===== src/qau_pkg.sv =====
// Shared types and constants for the quaternion arithmetic unit.
`default_nettype none

package qau_pkg;

  localparam int DW        = 16;
  localparam int FRAC_BITS = 12;

  // sum of four squares of DW-bit values, rounded up to an even width
  localparam int SQ_W     = 2 * DW + 2;
  localparam int SQ_STEPS = SQ_W / 2;
  localparam int LEN_W    = SQ_STEPS;
  localparam int SQ_REM_W = LEN_W + 2;

  // quotient of a normalize never exceeds 2^FRAC_BITS
  localparam int QW       = FRAC_BITS + 1;
  localparam int NUM_W    = DW + FRAC_BITS + 1;
  localparam int DIV_REM_W = LEN_W + 1;

  localparam int SUM_W = 2 * DW + 2;

  // latency terms: squares and their sum, isqrt root bits, rounded numerator, divide, merge
  localparam int LAT = 2 + SQ_STEPS + 1 + QW + 1;

  typedef enum logic [1:0] {
    MODE_PROD = 2'd0,
    MODE_VEC  = 2'd1,
    MODE_CONJ = 2'd2,
    MODE_NORM = 2'd3
  } mode_t;

  typedef logic signed [DW-1:0] word_t;
  typedef word_t [3:0] quad_t;

  typedef struct packed {
    mode_t mode;
    word_t a_x;
    word_t a_y;
    word_t a_z;
    word_t a_w;
    word_t b_x;
    word_t b_y;
    word_t b_z;
    word_t b_w;
  } in_t;

  typedef struct packed {
    word_t r_x;
    word_t r_y;
    word_t r_z;
    word_t r_w;
    logic  overflow;
    logic  zero_length;
  } out_t;

endpackage

`default_nettype wire


===== src/qau_prod_lane.sv =====
// One product lane: four signed products, signed sum, rounding and saturation.
`default_nettype none

module qau_prod_lane (
  input  wire logic          clk,
  input  wire qau_pkg::quad_t a,
  input  wire qau_pkg::quad_t b,
  input  wire logic [3:0]    neg,
  output qau_pkg::word_t     r,
  output logic               ovf
);

  localparam logic signed [qau_pkg::SUM_W-1:0] HALF =
    qau_pkg::SUM_W'(1) <<< (qau_pkg::FRAC_BITS - 1);
  localparam logic signed [qau_pkg::SUM_W-1:0] MAXV =
    qau_pkg::SUM_W'((1 << (qau_pkg::DW - 1)) - 1);
  localparam logic signed [qau_pkg::SUM_W-1:0] MINV = -MAXV - 1;

  logic signed [2*qau_pkg::DW-1:0] p_r [4];
  logic [3:0]                      neg_r;
  logic signed [qau_pkg::SUM_W-1:0] sum;
  logic signed [qau_pkg::SUM_W-1:0] scaled;
  qau_pkg::word_t                  r_nxt;
  logic                            ovf_nxt;

  always_ff @(posedge clk) begin
    for (int i = 0; i < 4; i++) begin
      p_r[i] <= $signed(a[i]) * $signed(b[i]);
    end
    neg_r <= neg;
    r     <= r_nxt;
    ovf   <= ovf_nxt;
  end

  always_comb begin
    sum = '0;
    for (int i = 0; i < 4; i++) begin
      if (neg_r[i]) begin
        sum = sum - qau_pkg::SUM_W'(p_r[i]);
      end else begin
        sum = sum + qau_pkg::SUM_W'(p_r[i]);
      end
    end
    // round to nearest, ties toward plus infinity
    scaled = (sum + HALF) >>> qau_pkg::FRAC_BITS;
    if (scaled > MAXV) begin
      r_nxt   = qau_pkg::DW'(MAXV);
      ovf_nxt = 1'b1;
    end else if (scaled < MINV) begin
      r_nxt   = qau_pkg::DW'(MINV);
      ovf_nxt = 1'b1;
    end else begin
      r_nxt   = qau_pkg::DW'(scaled);
      ovf_nxt = 1'b0;
    end
  end

endmodule

`default_nettype wire


===== config.mk =====
export PLATFORM = sky130hd
export DESIGN_NAME = qau_prod_lane
export DESIGN_NICKNAME = d
export VERILOG_FILES = /design/src/qau_pkg.sv /design/src/qau_prod_lane.sv
export SDC_FILE = /design/constraint.sdc
export NUM_CORES = 2
export LEC_CHECK = 0
export BUFFER_PORTS_ARGS = -buffer_cell sky130_fd_sc_hd__buf_2
export CAP_MARGIN = 30
export CORE_MARGIN = 4
export CORE_UTILIZATION = 50
export DETAILED_ROUTE_END_ITERATION = 8
export PLACE_DENSITY = 0.68
export SETUP_SLACK_MARGIN = 0.02
export SYNTH_ARGS = -nofsm -noshare
export SYNTH_HDL_FRONTEND = slang
export SYNTH_SLANG_ARGS = --single-unit

===== constraint.sdc =====
create_clock -name clk -period 11.31 [get_ports clk]
set_input_delay 2.262 -clock clk [delete_from_list [all_inputs] [get_ports clk]]
set_output_delay 2.262 -clock clk [all_outputs]
set_load 0.01 [all_outputs]

After elaboration in Yosys (flattened, before gate mapping)
Memories as Yosys holds them, arrays and structs flattened.
Cells that the tools add are included.

word-level totals
  bits in registers = 21
  RAM bits = 128
  bits of input ports = 133
  output and inout bits = 17
  logic and storage cells = 24
  memories kept = 1

operators by class
  $add $sub $neg = 8
  multipliers = 4
  $lt $le $gt $ge = 2
  multiplexer cells = 6

memory list
  name  depth  bits a word  rd ports  clocked after Yosys merged registers in  wr ports  line                 text
  p_r   4      32           4         0                                        4         qau_prod_lane.sv:19  logic signed [2*qau_pkg::DW-1:0] p_r [4];

operators with widths
  kind                      count
  $mux W34                  4
  $mul A16 B16 Y32          4
  $add A34 B32 Y34          3
  $sub A34 B32 Y34          3
  $add A34 B13 Y34 const B  1
  $sub A1 B32 Y33 const A   1
  $gt A22 B16 Y1 const B    1
  $lt A22 B16 Y1 const B    1
  $mux W16                  1
  $mux W1                   1

Longest topological paths before layout
  depth in word-level cells = 11
  mapped depth = 45
  mapped depth without buffers = 44

Worst setup path before layout
OpenSTA, ideal clock, no wires.

  path kind = input -> register
  start point = input port a[10] (netlist bit)
  end point = memory p_r[0][31] (netlist bit)
  library setup time = 120 ps
  data arrival time = 8483 ps
  data required time = 11190 ps
  slack = 2707 ps
  cell stages on the path = 26
  path buffers = 1
  cell sequence = clkbuf_1 -> nand2_1 -> fa_1 -> inv_1 -> fa_1 -> inv_1 -> fa_1 -> fa_1 -> inv_1 -> fa_1 -> inv_1 -> fa_1 -> inv_1 -> ha_1 -> a21o_1 -> nand2_1 -> o31ai_1 -> o41ai_1 -> a21oi_1 -> o211a_1 -> nor4_1 -> nor3_1 -> a2111oi_0 -> o21bai_1 -> a21oi_1 -> xnor2_1

RTL lines
  element      line                 text
  from (decl)  qau_prod_lane.sv:6   input wire qau_pkg::quad_t a,
  to (decl)    qau_prod_lane.sv:19

==> results.tsv <==
metric	value	unit
core area	0.09813	mm2
Inst Count DP	6813	
Layout Cells excl Fill	6846	
Async S/R FF share, synth	0	%
Synth cell types	80	
number of global-route vias before repair	39030	
part of the cycle the worst path needs	84.32	%
Nets	7159	
startpoint types	flop	
I/O Buffers	149	
clk root buf	clkbuf_16	
Ys Warns	0	
status	finished, final reports clean	
sequential area share after synthesis	6.040	%
slowest stage cell, crit path	o41ai_1	
Critical Path RT	11640	ps
Max FO, Critical Path	15	
synthesized net count	7150	
Post-Syn Area per Cell	8.920	um2
Rows	115	
Layout area overhead	4.796	%
RePlAce Congestion	0.9154	
worst hold path type	reg -> reg	
setup violators final	0	
height of the die	322.3	um
Fin. Hold Viols	0	
max_slew headroom	45.62	%
kind of critical path	reg -> reg	
clock skew	14.65	ps
GR Overflow Total	0	
hpwl dp	97260	um
first-pass GRT wire length	196000	um
Layout Utilization	52.73	%
ys flop type	dfxtp_1	
postcts setup bufs	0	
Total Die Area	0.1039	mm2
CP peak stage delay	600	ps
DIE WIDTH	322.3	um
worst skew pair latency	460	ps
Mapped Area	0.04938	mm2
max frequency	104.9	MHz
Gates resized, CTS repair	0	
Routed wire per std cell	16.92	um
worst slew pin tran	815.7	ps
Clock transition at path regs	80	ps
max-slew violation count	0	
largest net degree at the start of global routing	35	
GRT Overall Usage	23.38	%
Max-Cap Viols	0	
clock tree buffer depth	2	
RSZ-0062 raised after global routing	false	
initial antenna violation count	1	
Vias/cell	5.328	
Final ANT Viol Nets	0	
routed wire length	115800	um
WHS	1195	ps
H-tree depth	4	
layout cells sized above 1	4.120	%
Starting Density	50.32	%
TritonCTS Buffers	17	
# IOs	150	
Cells after Synth	5536	
minimum clock period	9537	ps
CTS tree	yes	
setup total negative slack	0	ps
First-pass DRT Iterations	5	
flops & latches, synth	149	
CP most frequent cell	o21ai_0	
clock sink count	149	
Post-synth EDFFs	0	
Filler Cell Count	9126	
hold buffers post-CTS	0	
routed vias	36477	
Data arrival, critical path	9860	ps
Setup crit end kind	flop	
drt drc	0	
1st-iter DRT viols	2098	
## synthesized netlist by cell type, drive strengths merged (81+ instances only)
master,number,area (um2)
nand2,650,2442
xnor2,306,2688
inv,1181,4433
o21ai,116,621.8
nand2b,81,506.7
clkbuf,157,589.3
dfxtp,149,2983
and2,438,2743
fa,1050,21020
a21oi,187,935.9
ha,431,5393
nor2,195,732.0
## cell type report
| type | count | area (um2) | area share, % |
|---|---|---|---|
| timing repair buffer | 153 | 775.7 | 1.499 |
| inverter | 1181 | 4433 | 8.566 |
| clock buffer | 17 | 425.4 | 0.8221 |
| multi-input combinational | 4043 | 41340 | 79.88 |
| antenna | 1 | 2.502 | 0.004836 |
| clock inverter | 15 | 182.7 | 0.3530 |
| sequential | 149 | 2983 | 5.764 |
| tap | 1287 | 1610 | 3.112 |
## routing by layer
metal | vias up | track usage, % | wire [um] | part of all wire (%)
met5 | - | 0 | 0 | 0
met4 | 0 | 7.056 | 3643 | 3.1
met3 | 214 | 1.625 | 4837 | 4.2
met2 | 900 | 41.29 | 59150 | 51
met1 | 18502 | 31.08 | 48210 | 42
li1 | 16861 | - | - | -
## metrics by stage
step / area [um2] / worst slack (ps)
3_3_place_gp: 51140 / 2168
6_report: 51750 / 1773
4_1_cts: 51750 / 1874
5_1_grt: 51750 / 865.8
2_1_floorplan: 49380 / 2707
3_5_place_dp: 51140 / 1940
## logic make-up after synthesis
logic type / share of synthesized area, %
simple gates: 16.23
fa+ha+maj: 53.49
buf+inv: 10.25
compound gates: 7.437
xor+xnor: 6.347
flops: 6.040
mux: 0.2128
## final timing paths
| check | from | endpoint | slack (ps) | cells after the start |
|---|---|---|---|---|
| setup / recovery | p_r[1][0] | r[4] | 1770 | 40 |
| hold / removal | p_r[3][23] | r[11] | 1200 | 5 |
| setup reg to reg | p_r[1][0] | r[4] | 1770 | 40 |
| hold reg to reg | p_r[3][23] | r[11] | 1200 | 5 |
## registers in the layout, summed over array words and instances, names as in the netlist
signal / cells
neg_r: 4
r: 16
ovf: 1
p_r: 128
## placed cells by master (no fill, tap or decap), types with 8 or more instances in the layout
| cell type | Yosys | layout |
|---|---|---|
| nand2_1 | 649 | 649 |
| xnor2_1 | 305 | 305 |
| fa_1 | 1050 | 1050 |
| a21oi_1 | 187 | 187 |
| nand2b_1 | 81 | 81 |
| o21ai_0 | 100 | 100 |
| nor3b_1 | 9 | 9 |
| nand3_1 | 42 | 42 |
| o21ai_2 | 11 | 11 |
| a211oi_1 | 19 | 19 |
| o21a_1 | 36 | 36 |
| or4_1 | 11 | 11 |
| buf_2 | 1 | 149 |
| a21o_1 | 70 | 70 |
| nor3_1 | 69 | 69 |
| ha_1 | 431 | 431 |
| and3_1 | 22 | 22 |
| inv_1 | 1181 | 1181 |
| or3_1 | 15 | 15 |
| o211ai_1 | 9 | 9 |
| dfxtp_1 | 149 | 149 |
| or2_2 | 9 | 9 |
| xor2_1 | 51 | 51 |
| o41ai_1 | 11 | 11 |
| nor4_1 | 10 | 10 |
| clkbuf_16 | 0 | 17 |
| o31ai_1 | 20 | 20 |
| nor2b_1 | 25 | 25 |
| nor2_1 | 195 | 195 |
| o21bai_1 | 29 | 29 |
| and2_1 | 437 | 437 |
| a31oi_1 | 25 | 25 |
| and4_1 | 8 | 8 |
| nand4_1 | 15 | 15 |
| mux2i_1 | 8 | 8 |
## critical path: cells and delay by family (launching register included)
family	cells	cell delay, ps
flip-flops	1	330
adder cells (fa/ha/maj)	4	1170
AO/OA/AOI/OAI	20	4830
AND/OR/NAND/NOR	10	2030
XOR/XNOR	5	970
buffers and inverters	1	60
Power is not shown: default switching activity piles up to over one toggle a cycle in this logic, so the estimate is an artifact.
