## src/qau_pkg.sv

```systemverilog
// Shared types and constants for the quaternion arithmetic unit.
`default_nettype none

package qau_pkg;

  localparam int DW        = 16;
  localparam int FRAC_BITS = 12;

  // sum of four squares of DW-bit values, rounded up to an even width
  localparam int SQ_W     = 2 * DW + 2;
  localparam int SQ_STEPS = SQ_W / 2;
  localparam int LEN_W    = SQ_STEPS;
  localparam int SQ_REM_W = LEN_W + 2;

  // quotient of a normalize never exceeds 2^FRAC_BITS
  localparam int QW       = FRAC_BITS + 1;
  localparam int NUM_W    = DW + FRAC_BITS + 1;
  localparam int DIV_REM_W = LEN_W + 1;

  localparam int SUM_W = 2 * DW + 2;

  // latency terms: squares and their sum, isqrt root bits, rounded numerator, divide, merge
  localparam int LAT = 2 + SQ_STEPS + 1 + QW + 1;

  typedef enum logic [1:0] {
    MODE_PROD = 2'd0,
    MODE_VEC  = 2'd1,
    MODE_CONJ = 2'd2,
    MODE_NORM = 2'd3
  } mode_t;

  typedef logic signed [DW-1:0] word_t;
  typedef word_t [3:0] quad_t;

  typedef struct packed {
    mode_t mode;
    word_t a_x;
    word_t a_y;
    word_t a_z;
    word_t a_w;
    word_t b_x;
    word_t b_y;
    word_t b_z;
    word_t b_w;
  } in_t;

  typedef struct packed {
    word_t r_x;
    word_t r_y;
    word_t r_z;
    word_t r_w;
    logic  overflow;
    logic  zero_length;
  } out_t;

endpackage

`default_nettype wire

```

## src/qau_isqrt.sv

```systemverilog
// Pipelined length unit: sum of squares, then one root bit per stage.
`default_nettype none

module qau_isqrt (
  input  wire logic             clk,
  input  wire qau_pkg::quad_t   a,
  output logic [qau_pkg::LEN_W-1:0] len
);

  localparam int N  = qau_pkg::SQ_STEPS;
  localparam int RW = qau_pkg::SQ_REM_W;
  localparam int TW = qau_pkg::LEN_W;
  localparam int SW = qau_pkg::SQ_W;
  localparam int PW = 2 * qau_pkg::DW;

  logic [2*qau_pkg::DW-1:0] sq_r [4];
  logic [SW-1:0]            s_r;
  logic [RW-1:0]            rem_r  [N];
  logic [TW-1:0]            root_r [N];
  logic [SW-1:0]            sh_r   [N];
  logic [RW-1:0]            src_rem  [N];
  logic [TW-1:0]            src_root [N];
  logic [SW-1:0]            src_sh   [N];
  logic [RW-1:0]            rem_nxt  [N];
  logic [TW-1:0]            root_nxt [N];
  logic [RW-1:0]            cur      [N];
  logic [RW-1:0]            trial    [N];

  always_comb begin
    src_rem[0]  = '0;
    src_root[0] = '0;
    src_sh[0]   = s_r;
    for (int j = 1; j < N; j++) begin
      src_rem[j]  = rem_r[j-1];
      src_root[j] = root_r[j-1];
      src_sh[j]   = sh_r[j-1];
    end
    for (int j = 0; j < N; j++) begin
      cur[j]   = {src_rem[j][RW-3:0], src_sh[j][SW-1 -: 2]};
      trial[j] = {src_root[j], 2'b01};
      if (cur[j] >= trial[j]) begin
        rem_nxt[j]  = cur[j] - trial[j];
        root_nxt[j] = {src_root[j][TW-2:0], 1'b1};
      end else begin
        rem_nxt[j]  = cur[j];
        root_nxt[j] = {src_root[j][TW-2:0], 1'b0};
      end
    end
  end

  always_ff @(posedge clk) begin
    for (int i = 0; i < 4; i++) begin
      sq_r[i] <= unsigned'(PW'($signed(a[i])) * PW'($signed(a[i])));
    end
    s_r <= SW'(sq_r[0]) + SW'(sq_r[1]) + SW'(sq_r[2]) + SW'(sq_r[3]);
    for (int j = 0; j < N; j++) begin
      rem_r[j]  <= rem_nxt[j];
      root_r[j] <= root_nxt[j];
      sh_r[j]   <= {src_sh[j][SW-3:0], 2'b00};
    end
  end

  assign len = root_r[N-1];

endmodule

`default_nettype wire

```

## config.mk

```make
export PLATFORM = sky130hd
export DESIGN_NAME = qau_isqrt
export DESIGN_NICKNAME = d
export VERILOG_FILES = /design/src/qau_pkg.sv /design/src/qau_isqrt.sv
export SDC_FILE = /design/constraint.sdc
export NUM_CORES = 2
export LEC_CHECK = 0
export ABC_AREA = 0
export BUFFER_PORTS_ARGS = -buffer_cell sky130_fd_sc_hd__buf_2
export CAP_MARGIN = 20
export CORE_AREA = 2 2 436 438
export CTS_CLUSTER_DIAMETER = 120
export CTS_CLUSTER_SIZE = 14
export DETAILED_ROUTE_END_ITERATION = 10
export DIE_AREA = 0 0 438 440
export PLACE_DENSITY = 0.49
export SLEW_MARGIN = 25
export SYNTH_ARGS = -nofsm -noshare
export SYNTH_HDL_FRONTEND = slang
export SYNTH_SLANG_ARGS = --single-unit
```

## constraint.sdc

```tcl
create_clock -name clk -period 19 [get_ports clk]
set_input_delay 1.9 -clock clk [delete_from_list [all_inputs] [get_ports clk]]
set_output_delay 1.9 -clock clk [all_outputs]
set_load 0.1 [all_outputs]
```

Yosys cells after proc, flatten, opt, wreduce, memory -nomap -nowiden
Memory sizes are Yosys's and may differ from the RTL's.
Index checks and enable logic that the tools add are counted.
W data, S select, Z words.
{"block": "word_totals", "reg_bits": 34, "latchBits": 0, "ram_bits": 1284, "romBits": 0, "inputBits": 65, "output_inout_bits": 17, "word_cells": 80, "memories": 4}
{"name": "sh_r", "words": 17, "width": 32, "rd": 16, "rd_ports_with_merged_regs": 0, "wr": 17, "line_no": "qau_isqrt.sv:20", "text": "logic [SW-1:0] sh_r [N];"}
{"name": "rem_r", "words": 17, "width": 19, "rd": 16, "rd_ports_with_merged_regs": 0, "wr": 17, "line_no": "qau_isqrt.sv:18", "text": "logic [RW-1:0] rem_r [N];"}
{"name": "root_r", "words": 17, "width": 17, "rd": 17, "rd_ports_with_merged_regs": 0, "wr": 17, "line_no": "qau_isqrt.sv:19", "text": "logic [TW-1:0] root_r [N];"}
{"name": "sq_r", "words": 4, "width": 32, "rd": 4, "rd_ports_with_merged_regs": 0, "wr": 4, "line_no": "qau_isqrt.sv:16", "text": "logic [2*qau_pkg::DW-1:0] sq_r [4];"}
{"block": "op_classes", "addsub": 20, "multipliers": 4, "n_div": 0, "n_lt_le_gt_ge": 17, "n_eq_ne": 0, "shift": 0, "n_mux": 34, "n_bitwise": 0, "n_reduce_logical": 0}
{"op": "$mux W19", "count": 17}
{"op": "$ge A19 B19 Y1", "count": 16}
{"op": "$sub A19 B19 Y19", "count": 16}
{"op": "$mul A16 B16 Y32", "count": 4}
{"op": "$add A33 B32 Y34", "count": 1}
{"op": "$add A34 B32 Y34", "count": 1}
{"op": "$add A32 B32 Y33", "count": 1}
{"op": "$mux W1", "count": 17}
{"op": "$sub A2 B1 Y3 const B", "count": 1}
{"op": "$ge A2 B1 Y1 const B", "count": 1}

Depth between registers and ports, before layout
An unclocked memory read counts as a cell.
{"block": "logic_depth", "word_depth": 4, "depth_mapped": 25, "mapped_depth_nobuf": 24}

Worst setup path before layout
No wires, ideal clock.
{"block": "synth_timing", "kind": "input port to flip-flop", "startpoint": "input a[18] (netlist bit)", "endpoint": "memory sq_r[1][31] (netlist bit)", "setup_time_ns": 0.121, "arrival_time_ns": 7.681, "t_required_ns": 18.879, "slack_ns": 11.198, "path_stages": 22, "n_path_buf": 2, "cell_sequence": "clkbuf_1 clkbuf_1 nand2_1 fa_1 fa_1 fa_1 inv_1 fa_1 fa_1 inv_1 fa_1 inv_1 ha_1 a211o_1 or2_2 a31o_2 o211a_1 a221oi_2 o31ai_1 a211oi_1 o21bai_1 xnor2_1"}
{"element": "start: declaration", "line_no": "qau_isqrt.sv:6", "text": "input wire qau_pkg::quad_t a,"}
{"element": "end: declaration", "line_no": "qau_isqrt.sv:16"}

==> impl_table.tex <==
\begin{tabular}{lr}
\hline
Metric & Value \\
\hline
\multicolumn{2}{l}{\textbf{Synthesis}} \\
\quad Number of instances in the synthesized netlist & 6640 \\
\quad Post-synth top area share & 30.5\% \\
\quad Part of the Yosys area used for sequential elements & 25.6\% \\
\quad Main synth FF type & dfxtp\_1 \\
\quad Flop and latch count out of synthesis & 837 \\
\quad Distinct cell type count after synthesis & 85 \\
\quad Cells taking the most area after synthesis & fa\_1, dfxtp\_1, ha\_1 \\
\quad Avg Cell Area, Syn & 9.85 um\^{}2 \\
\quad Total nets after synthesis & 8265 \\
\quad Most common cell in the synthesized netlist & inv\_1 \\
\quad Cell type with the highest aggregate area in the netlist & fa\_1 \\
\quad Number of flops mapped to enable cells by yosys & 0 \\
\quad Leading post-synthesis cells by instance count & inv\_1, fa\_1, dfxtp\_1 \\
\quad Async set or reset register ratio after synthesis & 0\% \\
\quad Syn. warnings & 0 \\
\quad Netlist Area Pre-Place & 0.0654 mm\^{}2 \\
\multicolumn{2}{l}{\textbf{Die}} \\
\quad Die outline width & 438 um \\
\quad Row cnt & 160 \\
\quad Count of boundary I/O pins & 82 \\
\quad Vertical die dimension & 440 um \\
\quad Die footprint & 0.193 mm\^{}2 \\
\quad Core Region & 0.189 mm\^{}2 \\
\quad Effective utilization at floorplan & 34.7\% \\
\multicolumn{2}{l}{\textbf{CTS}} \\
\quad Total number of clock tree sinks & 837 \\
\quad CTS tree & built \\
\quad Clock latency of the later-clocked register in the worst-skew pair & 670 ps \\
\quad Number of setup buffers added after CTS & 0 \\
\quad Max H-tree Level & 3 \\
\quad Number of cells upsized or downsized after cts & 0 \\
\quad Hold bufs inserted after CTS & 0 \\
\quad Clk slew on worst S/H paths & 70 ps \\
\quad Clk Tree Root Cell & clkbuf\_16 \\
\quad CTS Buf Count & 70 \\
\quad Clock Path Buffers & 3 \\
\multicolumn{2}{l}{\textbf{Critical path}} \\
\quad Data arrival at the endpoint of the critical path & 8540 ps \\
\quad Worst Path Max Fanout & 20 \\
\quad Path type of the worst setup path & input pin to register \\
\quad Required time at the endpoint of the critical path & 19530 ps \\
\quad Startpoint Class & input pin \\
\quad Critical Path Sink Type & register \\
\multicolumn{2}{l}{\textbf{Timing}} \\
\quad Max Clock Skew & 35.6 ps \\
\quad Worst-Margin Slew & 953 ps \\
\quad Headroom to the max-slew limit & 36.5\% \\
\quad Achievable Freq & 125 MHz \\
\quad Final number of setup-violating endpoints & 0 \\
\quad RSZ-0062 raised after global routing & false \\
\quad Setup TNS Final & 0 ps \\
\quad Number of endpoints with negative hold slack in the final report & 0 \\
\quad Ratio of final minimum period to clock period & 42.1\% \\
\quad Number of max-slew violations in the final report & 0 \\
\quad Minimum clock period & 8010 ps \\
\multicolumn{2}{l}{\textbf{GRT}} \\
\quad Initial antenna violation count & 7 \\
\quad Wire length of the first global-routing pass & 234000 um \\
\quad GRT Total Usage & 15.2\% \\
\quad Overflow left after global routing & 0 \\
\quad Largest net degree at the start of global routing & 29 \\
\quad Via count of the first global-routing pass & 44650 \\
\multicolumn{2}{l}{\textbf{Routing}} \\
\quad Vias per cell & 4.56 \\
\quad Average wire length per cell after detail routing & 15.4 um \\
\quad \# DRC & 0 \\
\quad Number of DRC markers after the initial detailed-route iteration & 1825 \\
\quad Remaining antenna violation count after routing & 0 \\
\quad First-pass iteration count of the detailed router & 8 \\
\quad Via count & 41965 \\
\quad Final wirelength & 142000 um \\
\multicolumn{2}{l}{\textbf{Finish}} \\
\quad Total number of nets in the final design & 8301 \\
\quad Share of post-route cells with drive strength above 1 & 4.07\% \\
\quad Multi-input gate area & 0.0426 mm\^{}2 \\
\quad Fill cell instance count of the final layout & 19023 \\
\quad Area growth from synthesis to final layout & 7.77\% \\
\quad Share of the core filled with cells & 37.4\% \\
\quad Sequential cell area & 0.0168 mm\^{}2 \\
\multicolumn{2}{l}{\textbf{Placement}} \\
\quad IO Port Bufs & 81 \\
\quad Weighted congestion at the end of routability-driven global placement & 0.838 \\
\quad Detail Placement HPWL & 119000 um \\
\multicolumn{2}{l}{\textbf{Run status}} \\
\quad Run status & finished clean \\
\multicolumn{2}{l}{\textbf{Worst hold path}} \\
\quad Kind of path behind the tightest hold check & register to register \\
\multicolumn{2}{l}{\textbf{Job}} \\
\quad Max\_cap viols & 0 \\
\hline
\end{tabular}
## final timing paths
| kind | startpoint | to | slack, ps | cells after the start |
|---|---|---|---|---|
| setup / recovery | a[47] | sq_r[2][31]$_DFF_P_ | 10990 | 20 |
| hold / removal | sh_r[0][183]$_DFF_P_ | sh_r[0][217]$_DFF_P_ | 310 | 0 |
| setup reg to reg | sq_r[3][3]$_DFF_P_ | s_r[33]$_DFF_P_ | 14610 | 12 |
| hold reg to reg | sh_r[0][183]$_DFF_P_ | sh_r[0][217]$_DFF_P_ | 310 | 0 |
## cell families after synthesis
kind of cell	synth area share, %
AO/OA/AOI/OAI	7.87
XOR/XNOR	4.77
adder cells (fa/ha/maj)	41.3
buffers and inverters	9.35
flip-flops	25.6
multiplexers	0.740
other	0.00573
AND/OR/NAND/NOR	10.4
## sequential cells by signal (all words and copies together), names as in the netlist
signal	cells
s_r	34
sq_r	124
sh_r	272
root_r	153
rem_r	254
## per-layer routing
| layer | up-vias | global-route usage (%) | wire length, um |
|---|---|---|---|
| met5 | - | 0 | 13 |
| met4 | 2 | 3.21 | 2850 |
| met3 | 134 | 1.58 | 3480 |
| met2 | 444 | 27.7 | 73100 |
| met1 | 20788 | 19.2 | 62200 |
| li1 | 20597 | - | - |
## worst max-delay path: stages
cell     delay [ps]
buf_2           340
inv_1           380
nor2_1          310
fa_1            600
fa_1            890
fa_1            520
fa_1            520
fa_1            510
inv_1            50
fa_1            470
inv_1            40
ha_1            320
a21oi_1         190
nand2_1          80
a21o_1          190
a21oi_1         210
o21ai_0         200
o31ai_1         480
mux2i_1         230
nand4_1          80
## cells in the final DEF (no fill, tap or decap), drive strengths merged, types with 102 or more instances in the layout
cell type,instances
dfxtp,837
nand2,480
and2,144
xor2,106
nor3,102
inv,1505
ha,565
a21oi,207
nor2,344
xnor2,250
o21ai,178
fa,995
## final cells by class
type / count / area share [%]
inverters: 1502 / 8.00
clock buffers: 74 / 2.57
multi-input cells: 4179 / 60.4
clock inverters: 7 / 0.154
well taps: 2511 / 4.46
diodes: 5 / 0.0178
repair buffers: 86 / 0.639
flip-flops and latches: 837 / 23.8
## through the flow
| stage | hold slack, ps | setup WS (ps) | instances | cell area [um^2] |
|---|---|---|---|---|
| after floorplan | 310 | 11200 | 6640 | 65400 |
| after global placement | 310 | 10350 | 9114 | 68500 |
| after detailed placement | 312 | 10300 | 9115 | 68500 |
| after CTS | 312 | 11020 | 9196 | 70500 |
| after global routing | 322 | 10460 | 9200 | 70500 |
| final | 313 | 10990 | 9201 | 70500 |
Power is not shown: default switching activity piles up to over one toggle a cycle in this logic, so the estimate is an artifact.
