`config.mk`:
```
export PLATFORM = sky130hd
export DESIGN_NAME = qau_div_lane
export DESIGN_NICKNAME = d
export VERILOG_FILES = /design/src/qau_pkg.sv /design/src/qau_div_lane.sv
export SDC_FILE = /design/constraint.sdc
export NUM_CORES = 1
export LEC_CHECK = 0
export BUFFER_PORTS_ARGS = -buffer_cell sky130_fd_sc_hd__buf_2
export CAP_MARGIN = 20
export CORE_MARGIN = 2
export CORE_UTILIZATION = 25
export DETAILED_ROUTE_END_ITERATION = 7
export GPL_TIMING_DRIVEN = 0
export SYNTH_ARGS = -nofsm -noshare
export SYNTH_HDL_FRONTEND = slang
export SYNTH_SLANG_ARGS = --single-unit
export TNS_END_PERCENT = 10
```
`constraint.sdc`:
```
create_clock -name clk -period 3.84 [get_ports clk]
set_clock_uncertainty 0.2 [all_clocks]
set_input_delay 0.384 -clock clk [delete_from_list [all_inputs] [get_ports clk]]
set_output_delay 0.384 -clock clk [all_outputs]
set_load 0.01 [all_outputs]
```
`src/qau_pkg.sv`:
```
// Shared types and constants for the quaternion arithmetic unit.
`default_nettype none

package qau_pkg;

  localparam int DW        = 16;
  localparam int FRAC_BITS = 12;

  // sum of four squares of DW-bit values, rounded up to an even width
  localparam int SQ_W     = 2 * DW + 2;
  localparam int SQ_STEPS = SQ_W / 2;
  localparam int LEN_W    = SQ_STEPS;
  localparam int SQ_REM_W = LEN_W + 2;

  // quotient of a normalize never exceeds 2^FRAC_BITS
  localparam int QW       = FRAC_BITS + 1;
  localparam int NUM_W    = DW + FRAC_BITS + 1;
  localparam int DIV_REM_W = LEN_W + 1;

  localparam int SUM_W = 2 * DW + 2;

  // latency terms: squares and their sum, isqrt root bits, rounded numerator, divide, merge
  localparam int LAT = 2 + SQ_STEPS + 1 + QW + 1;

  typedef enum logic [1:0] {
    MODE_PROD = 2'd0,
    MODE_VEC  = 2'd1,
    MODE_CONJ = 2'd2,
    MODE_NORM = 2'd3
  } mode_t;

  typedef logic signed [DW-1:0] word_t;
  typedef word_t [3:0] quad_t;

  typedef struct packed {
    mode_t mode;
    word_t a_x;
    word_t a_y;
    word_t a_z;
    word_t a_w;
    word_t b_x;
    word_t b_y;
    word_t b_z;
    word_t b_w;
  } in_t;

  typedef struct packed {
    word_t r_x;
    word_t r_y;
    word_t r_z;
    word_t r_w;
    logic  overflow;
    logic  zero_length;
  } out_t;

endpackage

`default_nettype wire

```
`src/qau_div_lane.sv`:
```
// One normalize lane: rounded numerator, then one quotient bit per stage.
`default_nettype none

module qau_div_lane (
  input  wire logic [qau_pkg::DW-1:0]    mag,
  input  wire logic [qau_pkg::LEN_W-1:0] len,
  input  wire logic                      clk,
  output logic [qau_pkg::QW-1:0]         q
);

  localparam int N  = qau_pkg::QW;
  localparam int NW = qau_pkg::NUM_W;
  localparam int RW = qau_pkg::DIV_REM_W;
  localparam int LW = qau_pkg::LEN_W;

  logic [NW-1:0] num_r;
  logic [LW-1:0] den0_r;
  logic [RW-1:0] rem_r [N];
  logic [N-1:0]  q_r   [N];
  logic [N-1:0]  lo_r  [N];
  logic [LW-1:0] den_r [N];
  logic [RW-1:0] src_rem [N];
  logic [N-1:0]  src_q   [N];
  logic [N-1:0]  src_lo  [N];
  logic [LW-1:0] src_den [N];
  logic [RW-1:0] cur     [N];
  logic [RW-1:0] rem_nxt [N];
  logic [N-1:0]  q_nxt   [N];

  always_comb begin
    // top bits of the numerator are already below the divisor
    src_rem[0] = RW'(num_r[NW-1:N]);
    src_q[0]   = '0;
    src_lo[0]  = num_r[N-1:0];
    src_den[0] = den0_r;
    for (int k = 1; k < N; k++) begin
      src_rem[k] = rem_r[k-1];
      src_q[k]   = q_r[k-1];
      src_lo[k]  = lo_r[k-1];
      src_den[k] = den_r[k-1];
    end
    for (int k = 0; k < N; k++) begin
      cur[k] = {src_rem[k][RW-2:0], src_lo[k][N-1]};
      if (cur[k] >= RW'(src_den[k])) begin
        rem_nxt[k] = cur[k] - RW'(src_den[k]);
        q_nxt[k]   = {src_q[k][N-2:0], 1'b1};
      end else begin
        rem_nxt[k] = cur[k];
        q_nxt[k]   = {src_q[k][N-2:0], 1'b0};
      end
    end
  end

  always_ff @(posedge clk) begin
    num_r  <= (NW'(mag) << qau_pkg::FRAC_BITS) + NW'(len >> 1);
    den0_r <= len;
    for (int k = 0; k < N; k++) begin
      rem_r[k] <= rem_nxt[k];
      q_r[k]   <= q_nxt[k];
      lo_r[k]  <= {src_lo[k][N-2:0], 1'b0};
      den_r[k] <= src_den[k];
    end
  end

  assign q = q_r[N-1];

endmodule

`default_nettype wire

```
Word level (Yosys, flattened, before mapping). Memory sizes are Yosys's and may differ from the RTL's. Index checks and enable logic that the tools add are counted.

Add/sub/neg operators: 14. Order comparisons: 13. Muxes and demuxes: 26.

Operator list (count): 2-to-1 mux 18 bit (13); greater-or-equal comparator 18 x 17 -> 1 bit (12); subtractor 18 x 17 -> 18 bit (12); adder 28 x 16 -> 29 bit (1); subtractor 17 x 17 -> 18 bit (1); greater-or-equal comparator 17 bit (1); 2-to-1 mux 1 bit (13).

Bits in registers: 46. Bits in writable memories: 780. Word-level logic and storage cells: 59. Memories kept: 4.

Memory list: rem_r (depth 13, bits a word 18, rd ports 12, clocked after memory_dff 0, wr ports 13, RTL line qau_div_lane.sv:18) `logic [RW-1:0] rem_r [N];`; den_r (depth 13, bits a word 17, rd ports 12, clocked after memory_dff 0, wr ports 13, RTL line qau_div_lane.sv:21) `logic [LW-1:0] den_r [N];`; q_r (depth 13, bits a word 13, rd ports 13, clocked after memory_dff 0, wr ports 13, RTL line qau_div_lane.sv:19) `logic [N-1:0] q_r [N];`; lo_r (depth 13, bits a word 12, rd ports 12, clocked after memory_dff 0, wr ports 13, RTL line qau_div_lane.sv:20) `logic [N-1:0] lo_r [N];`.

Longest topological paths before layout. Gate-level depths: netlist (run 1). An unclocked memory read counts as a cell.

Depth in word-level cells: 3. Mapped depth: 14.

Worst setup path after synthesis (run 1). No wires, ideal clock.

Kind: register -> register. Start: memory den_r[1][24] in the netlist's numbering. End: memory rem_r[1][47] in the netlist's numbering. Arrival: 2.918 ns. Required time: 3.519 ns. Setup slack: 0.601 ns. Cell stages (with the launch flop): 14. Path buffers: 1. Path through: dfxtp_1 inv_1 ha_1 inv_1 fa_1 a211oi_1 o21bai_1 a21oi_2 o21a_2 o31a_1 o21ai_2 a2111oi_4 buf_6 mux2_2.

RTL lines (RTL line): start: declaration (qau_div_lane.sv:21); end: declaration (qau_div_lane.sv:18).

==> flow_metrics.tcl, run 1 <==
set metrics [dict create \
    status "complete, no violations" \
    netlist_area_um2 23500 \
    path_delay_family "compound AO/OA/AOI/OAI gates" \
    p_leak_nw 12.4 \
    wire_per_inst_um 12.4 \
    multiInputGateArea_um2 11700 \
    final_common_cell "dfxtp_1" \
    r2r_end "rem_r[2][14]" \
    p_switching_mw 8.74 \
    min_path_cells 4 \
    cts_tree "built" \
    drtPass1Iterations 7 \
    synth_top_area_cell "dfxtp_1" \
    antenna_found_initial 0 \
    crit_slowest_cell "fa_1" \
    place.gp.congestion 0.843 \
    worst_setup_path_end_kind "flop" \
    place_area_um2 25300 \
    async_reset_ff_share_pct 0 \
    finalNetCount 2844 \
    syn_area_per_cell_um2 9.73 \
    ios 47 \
    hp-class "input pin to flop" \
    p_comb_share_pct 43.9 \
    rsz0062_at_grt "true" \
    synth_ff_type "dfxtp_1" \
    viasPerCell 4.28 \
    grt_max_degree 16 \
    htreeDepth 2 \
    maxSlewHeadroom_pct 39.3 \
    worst_hold_path.endpoint "num_r[13]" \
    port_buffers 46 \
    core-area_um2 93300 \
    worstMarginPinSlew_ns 0.906 \
    seq_power_share_pct 33.1 \
    setup_viol 0 \
    vias 16500 \
    finalMaxSlewViolations 0 \
    worstPathArrival_ns 3.94 \
    seq_area_um2 10700 \
    die_area_um2 96600 \
    root_buffer "clkbuf_16" \
    die-width_um 311 \
    period_share_pct 94.1 \
    area_delta_synth_final_pct 18.2 \
    drc 0 \
    max_stage_delay_ns 0.42 \
    postLayoutCoreUtil_pct 29.8 \
    path_buf_inv 4 \
    path_depth 13 \
    worstSetupStartpointType "flop" \
    worst_ep_required_time_ns 4.17 \
    wirelength_um 47900 \
    synthesis.instances 2419 \
    dpl.hpwl_um 37100 \
    r2r_cells 13 \
    numCtsBuffers 57 \
    synth_area_leaders "dfxtp_1 45%, ha_1 12%, mux2_2 4.6%" \
    drive_gt1_share_pct 10.8 \
    final_area_um2 27800 \
    cts_num_sinks 533 \
    synth_fp_nets 2691 \
    fp.dieH_um 311 \
    drtIter0Drc 769 \
    fillCellCount 9769 \
    final_hold_viol_count 0 \
    finalSetupTns_ns 0 \
    crit_type "flop to flop" \
    grt_pass1_wl_um 79900 \
    ctsLongestPathBuffers 3 \
    p_per_area_nw_per_um2 875 \
    final_cell_mix "533 x dfxtp_1, 272 x inv_1, 225 x ha_1" \
    yosys.area.top_type_share_pct 45.3 \
    grt_usage_pct 9.87 \
    rows 112 \
    ys_seq_area_share_pct 45.3 \
    crit_fanout 10 \
    worst_skew_pair.late_latency_ns 0.62 \
    initial_utilization_pct 25.2 \
    rrSetupSlack_ns 0.23 \
    yosysWarningCount 0 \
    clockPowerShare_pct 23.0 \
    maxCapViolations 0 \
    switching_share_pct 35.9 \
    ys_ff_latch 533 \
    synth_edf_count 0 \
    peakVddDrop_mv 0.437 \
    ant_nets 0 \
    clkTransAtPathRegs_ns 0.06 \
    grt_pass1_vias 16900 \
    fin_crit_ns 3.61 \
    worst_slack_ns 0.225 \
    gr-total-overflow 0 \
    crit_chain "inv_1 -> ha_1 -> inv_1 -> fa_1 -> a211oi_1 -> o21ai_0 -> a21oi_1 -> o31ai_1 -> a21oi_1 -> o21ai_0 -> clkbuf_1 -> clkbuf_2 -> a21oi_2" \
    hold_start "mag[1]" \
    place_ws_ns -0.294 \
    ys_types 72 \
    internal-power_mw 15.6 \
    timing.fmax_mhz 277 \
    rr_startpoint "den_r[1][56]" \
]
[layout make-up]
| cell class | instances | area share (%) |
|---|---|---|
| Multi-Input combinational cell | 1582 | 42.1 |
| Sequential cell | 533 | 38.3 |
| Clock buffer | 79 | 5.93 |
| Tap cell | 1254 | 5.64 |
| Inverter | 273 | 3.68 |
| Timing Repair Buffer | 94 | 2.54 |
| Clock inverter | 23 | 1.13 |
| Buffer | 31 | 0.585 |
| Antenna cell | 1 | 0.00899 |
[power by group through the flow]
stage | combinational (mW) | clock (mW) | sequential, mW
after floorplan | 8.36 | 0 | 7.90
after global placement | 10.4 | 0 | 8.18
after detailed placement | 10.4 | 0 | 8.18
after CTS | 10.6 | 5.80 | 8.07
after global routing | 12.0 | 6.05 | 8.24
final | 10.7 | 5.61 | 8.06
[sequential cells by signal, summed over array words and instances, names as in the netlist]
name	count
den0_r	5
num_r	29
den_r	204
rem_r	204
q_r	91
[metal layers]
metal	share of wire, %	GRT usage (%)	vias up
met5	0	0	-
met4	3.9	4.24	0
met3	3.6	1.85	110
met2	50	18.4	270
met1	43	10.9	7514
li1	-	-	8655
[stage by stage]
stage               total power [mW]  std cells  hold WS [ns]
floorplan                       16.3       2419         0.110
global placement                18.6       3719         0.110
detailed placement              18.6       3719         0.112
CTS                             24.5       3863        0.0323
global route                    26.3       3869        0.0516
finish                          24.4       3870        0.0442
[synthesized netlist by cell type, types with 27 or more instances]
| cell type | instances |
|---|---|
| xor2_1 | 84 |
| xnor2_1 | 84 |
| o21a_1 | 31 |
| o21ai_0 | 183 |
| ha_1 | 225 |
| a21oi_1 | 169 |
| o21bai_1 | 33 |
| nor2_1 | 122 |
| a21o_1 | 59 |
| dfxtp_1 | 533 |
| nor3_1 | 27 |
| inv_1 | 272 |
| nand4_1 | 33 |
| nand3_1 | 28 |
| nand2_1 | 171 |
| mux2_2 | 97 |
[cell families (layout without fill, tap and decap cells)]
| group | Yosys count | count (layout) | synth area share, % |
|---|---|---|---|
| buf+inv | 304 | 500 | 5.02 |
| flops | 533 | 533 | 45.3 |
| mux | 112 | 112 | 5.33 |
| fa+ha+maj | 238 | 238 | 13.1 |
| simple gates | 464 | 464 | 9.08 |
| compound gates | 600 | 600 | 15.9 |
| xor+xnor | 168 | 168 | 6.25 |
| other cells | 0 | 1 | 0 |
[tightest hold or removal path: cells and delay by family]
| family | cells | cell delay (ns) |
|---|---|---|
| buf+inv | 3 | 0.22 |
| fa+ha+maj | 1 | 0.21 |
[what timing repair did]
item                                    in CTS  in global routing
buffers inserted                             1                  6
resized for setup                            3                  9
endpoints found under the hold margin       33                  0
pin swaps                                    2                  4
endpoints found under the setup margin      34                 70
hold buffers                                41                  0
gates cloned                                 0                  0
[worst max path at each step]
stage / start / end / slack, ns
6_report: den_r[1][56] / rem_r[2][14] / 0.23
5_1_grt: den_r[1][56] / rem_r[2][14] / -0.004
4_1_cts: den_r[2][4] / rem_r[2][31] / 0.002
3_5_place_dp: den_r[0][60] / rem_r[1][7] / -0.29
3_3_place_gp: den_r[0][60] / rem_r[1][3] / -0.29
2_1_floorplan: den_r[1][24] / rem_r[1][47] / 0.60
No activity file was read; power rests on OpenSTA's default activity.
==> run 2, diff against run 1 <==
CTS_BUF_LIST = sky130_fd_sc_hd__clkbuf_8 sky130_fd_sc_hd__clkbuf_16   (was not set)
==> run 2 against run 1 <==
Net effect:
- cell area stayed put
- highest routed layer unchanged
- non-clock buffer count stayed put
- utilization stayed put
- largest cell class unchanged
==> flow_metrics.tcl, run 2 (synthesis results as in run 1) <==
set metrics [dict create \
    numCtsBuffers 57 \
    final_cell_mix "533 x dfxtp_1, 280 x inv_1, 225 x ha_1" \
    vias 16500 \
    maxCapViolations 0 \
    drive_gt1_share_pct 10.8 \
    finalSetupTns_ns 0 \
    dpl.hpwl_um 37100 \
    drtIter0Drc 776 \
    hp-class "input pin to flop" \
    maxSlewHeadroom_pct 39.2 \
    drtPass1Iterations 7 \
    port_buffers 46 \
    viasPerCell 4.28 \
    final_area_um2 27800 \
    peakVddDrop_mv 0.437 \
    final_hold_viol_count 0 \
    wirelength_um 47900 \
    worstSetupStartpointType "flop" \
    worst_ep_required_time_ns 4.17 \
    fillCellCount 9769 \
    gr-total-overflow 0 \
    antenna_found_initial 0 \
    die-width_um 311 \
    place.gp.congestion 0.843 \
    grt_max_degree 16 \
    grt_pass1_wl_um 79900 \
    dp.cells 3719 \
    finalMaxSlewViolations 0 \
    max_stage_delay_ns 0.42 \
    clkTransAtPathRegs_ns 0.06 \
    area_delta_synth_final_pct 18.2 \
    crit_chain "inv_1 -> ha_1 -> inv_1 -> fa_1 -> a211oi_1 -> o21ai_0 -> a21oi_1 -> o31ai_1 -> a21oi_1 -> o21ai_0 -> clkbuf_1 -> clkbuf_2 -> a21oi_2" \
    rsz0062_at_grt "true" \
    status "complete, no violations" \
    path_buf_inv 4 \
    grt_usage_pct 9.87 \
    core-area_um2 93300 \
    cts_tree "built" \
    period_share_pct 94.1 \
    fin_crit_ns 3.61 \
    worst_slack_ns 0.225 \
    worst_skew_pair.late_latency_ns 0.62 \
    htreeDepth 2 \
    worstPathArrival_ns 3.94 \
    drc 0 \
    rows 112 \
    worstMarginPinSlew_ns 0.908 \
    final_common_cell "dfxtp_1" \
    postLayoutCoreUtil_pct 29.8 \
    reg.largest.list "den_r: 204 flops, rem_r: 204 flops, q_r: 91 flops" \
    root_buffer "clkbuf_16" \
    worst_setup_path_end_kind "flop" \
    crit_type "flop to flop" \
    total_power_mw 24.3 \
    fin_hold_ws_ns 0.0451 \
    timing.fmax_mhz 277 \
    wire_per_inst_um 12.4 \
    ios 47 \
    cts_num_sinks 533 \
    stdcell_count 3870 \
    place_ws_ns -0.294 \
    finalNetCount 2844 \
    die_area_um2 96600 \
    place_area_um2 25300 \
    grt_pass1_vias 16900 \
    p_per_area_nw_per_um2 875 \
    initial_utilization_pct 25.2 \
    crit_fanout 10 \
    rrSetupSlack_ns 0.23 \
    crit_slowest_cell "fa_1" \
    ant_nets 0 \
    p_leak_nw 12.4 \
    path_delay_family "compound AO/OA/AOI/OAI gates" \
    ctsLongestPathBuffers 3 \
    fp.dieH_um 311 \
    setup_viol 0 \
]
[run 2: cell count changes in the layout (fill, tap and decap cells not counted), sizes merged]
cell and change:
clkbuf -8, inv +8
[run 2: what timing repair did]
item / 4_1_cts / 5_1_grt
endpoints found under the setup margin: 34 / 70
endpoints found under the hold margin: 33 / 0
setup buffers: 1 / 6
gates cloned: 0 / 0
pin swaps: 2 / 4
hold buffers: 41 / 0
gates resized for setup: 3 / 9
[run 2: area by class of cell]
type / instances / area [µm²] / share of cell area, %
diodes: 1 / 2.50 / 0.00899
plain buffers: 31 / 163 / 0.585
clock buffers: 71 / 1620 / 5.82
clock inverters: 31 / 345 / 1.24
inverters: 273 / 1020 / 3.68
multi-input cells: 1582 / 11700 / 42.1
flip-flops and latches: 533 / 10700 / 38.3
well taps: 1254 / 1570 / 5.64
repair buffers: 94 / 706 / 2.54
[run 2: worst paths after layout]
path | endpoint | cells after the start | start
setup reg to reg | rem_r[2][14] | 13 | den_r[1][56]
hold / removal | num_r[13] | 4 | mag[1]
setup / recovery | rem_r[2][14] | 13 | den_r[1][56]
hold reg to reg | q_r[1][45] | 0 | q_r[1][31]
[run 2: where the power goes]
| part | switching [mW] | internal (mW) |
|---|---|---|
| logic | 5.71 | 4.98 |
| registers | 0.813 | 7.25 |
| clock network | 2.21 | 3.38 |
[run 2: worst register-to-register path, delay by kind of cell, from the launching register on]
kind	cells	cell delay (ns)
flops	1	0.34
fa+ha+maj	2	0.58
buf+inv	4	0.77
compound gates	7	1.61
[run 2: metal layers]
layer / GRT usage (%) / wire (µm)
met1: 10.9 / 20400
met2: 18.4 / 23900
met3: 1.85 / 1720
met4: 4.24 / 1920
met5: 0 / 0
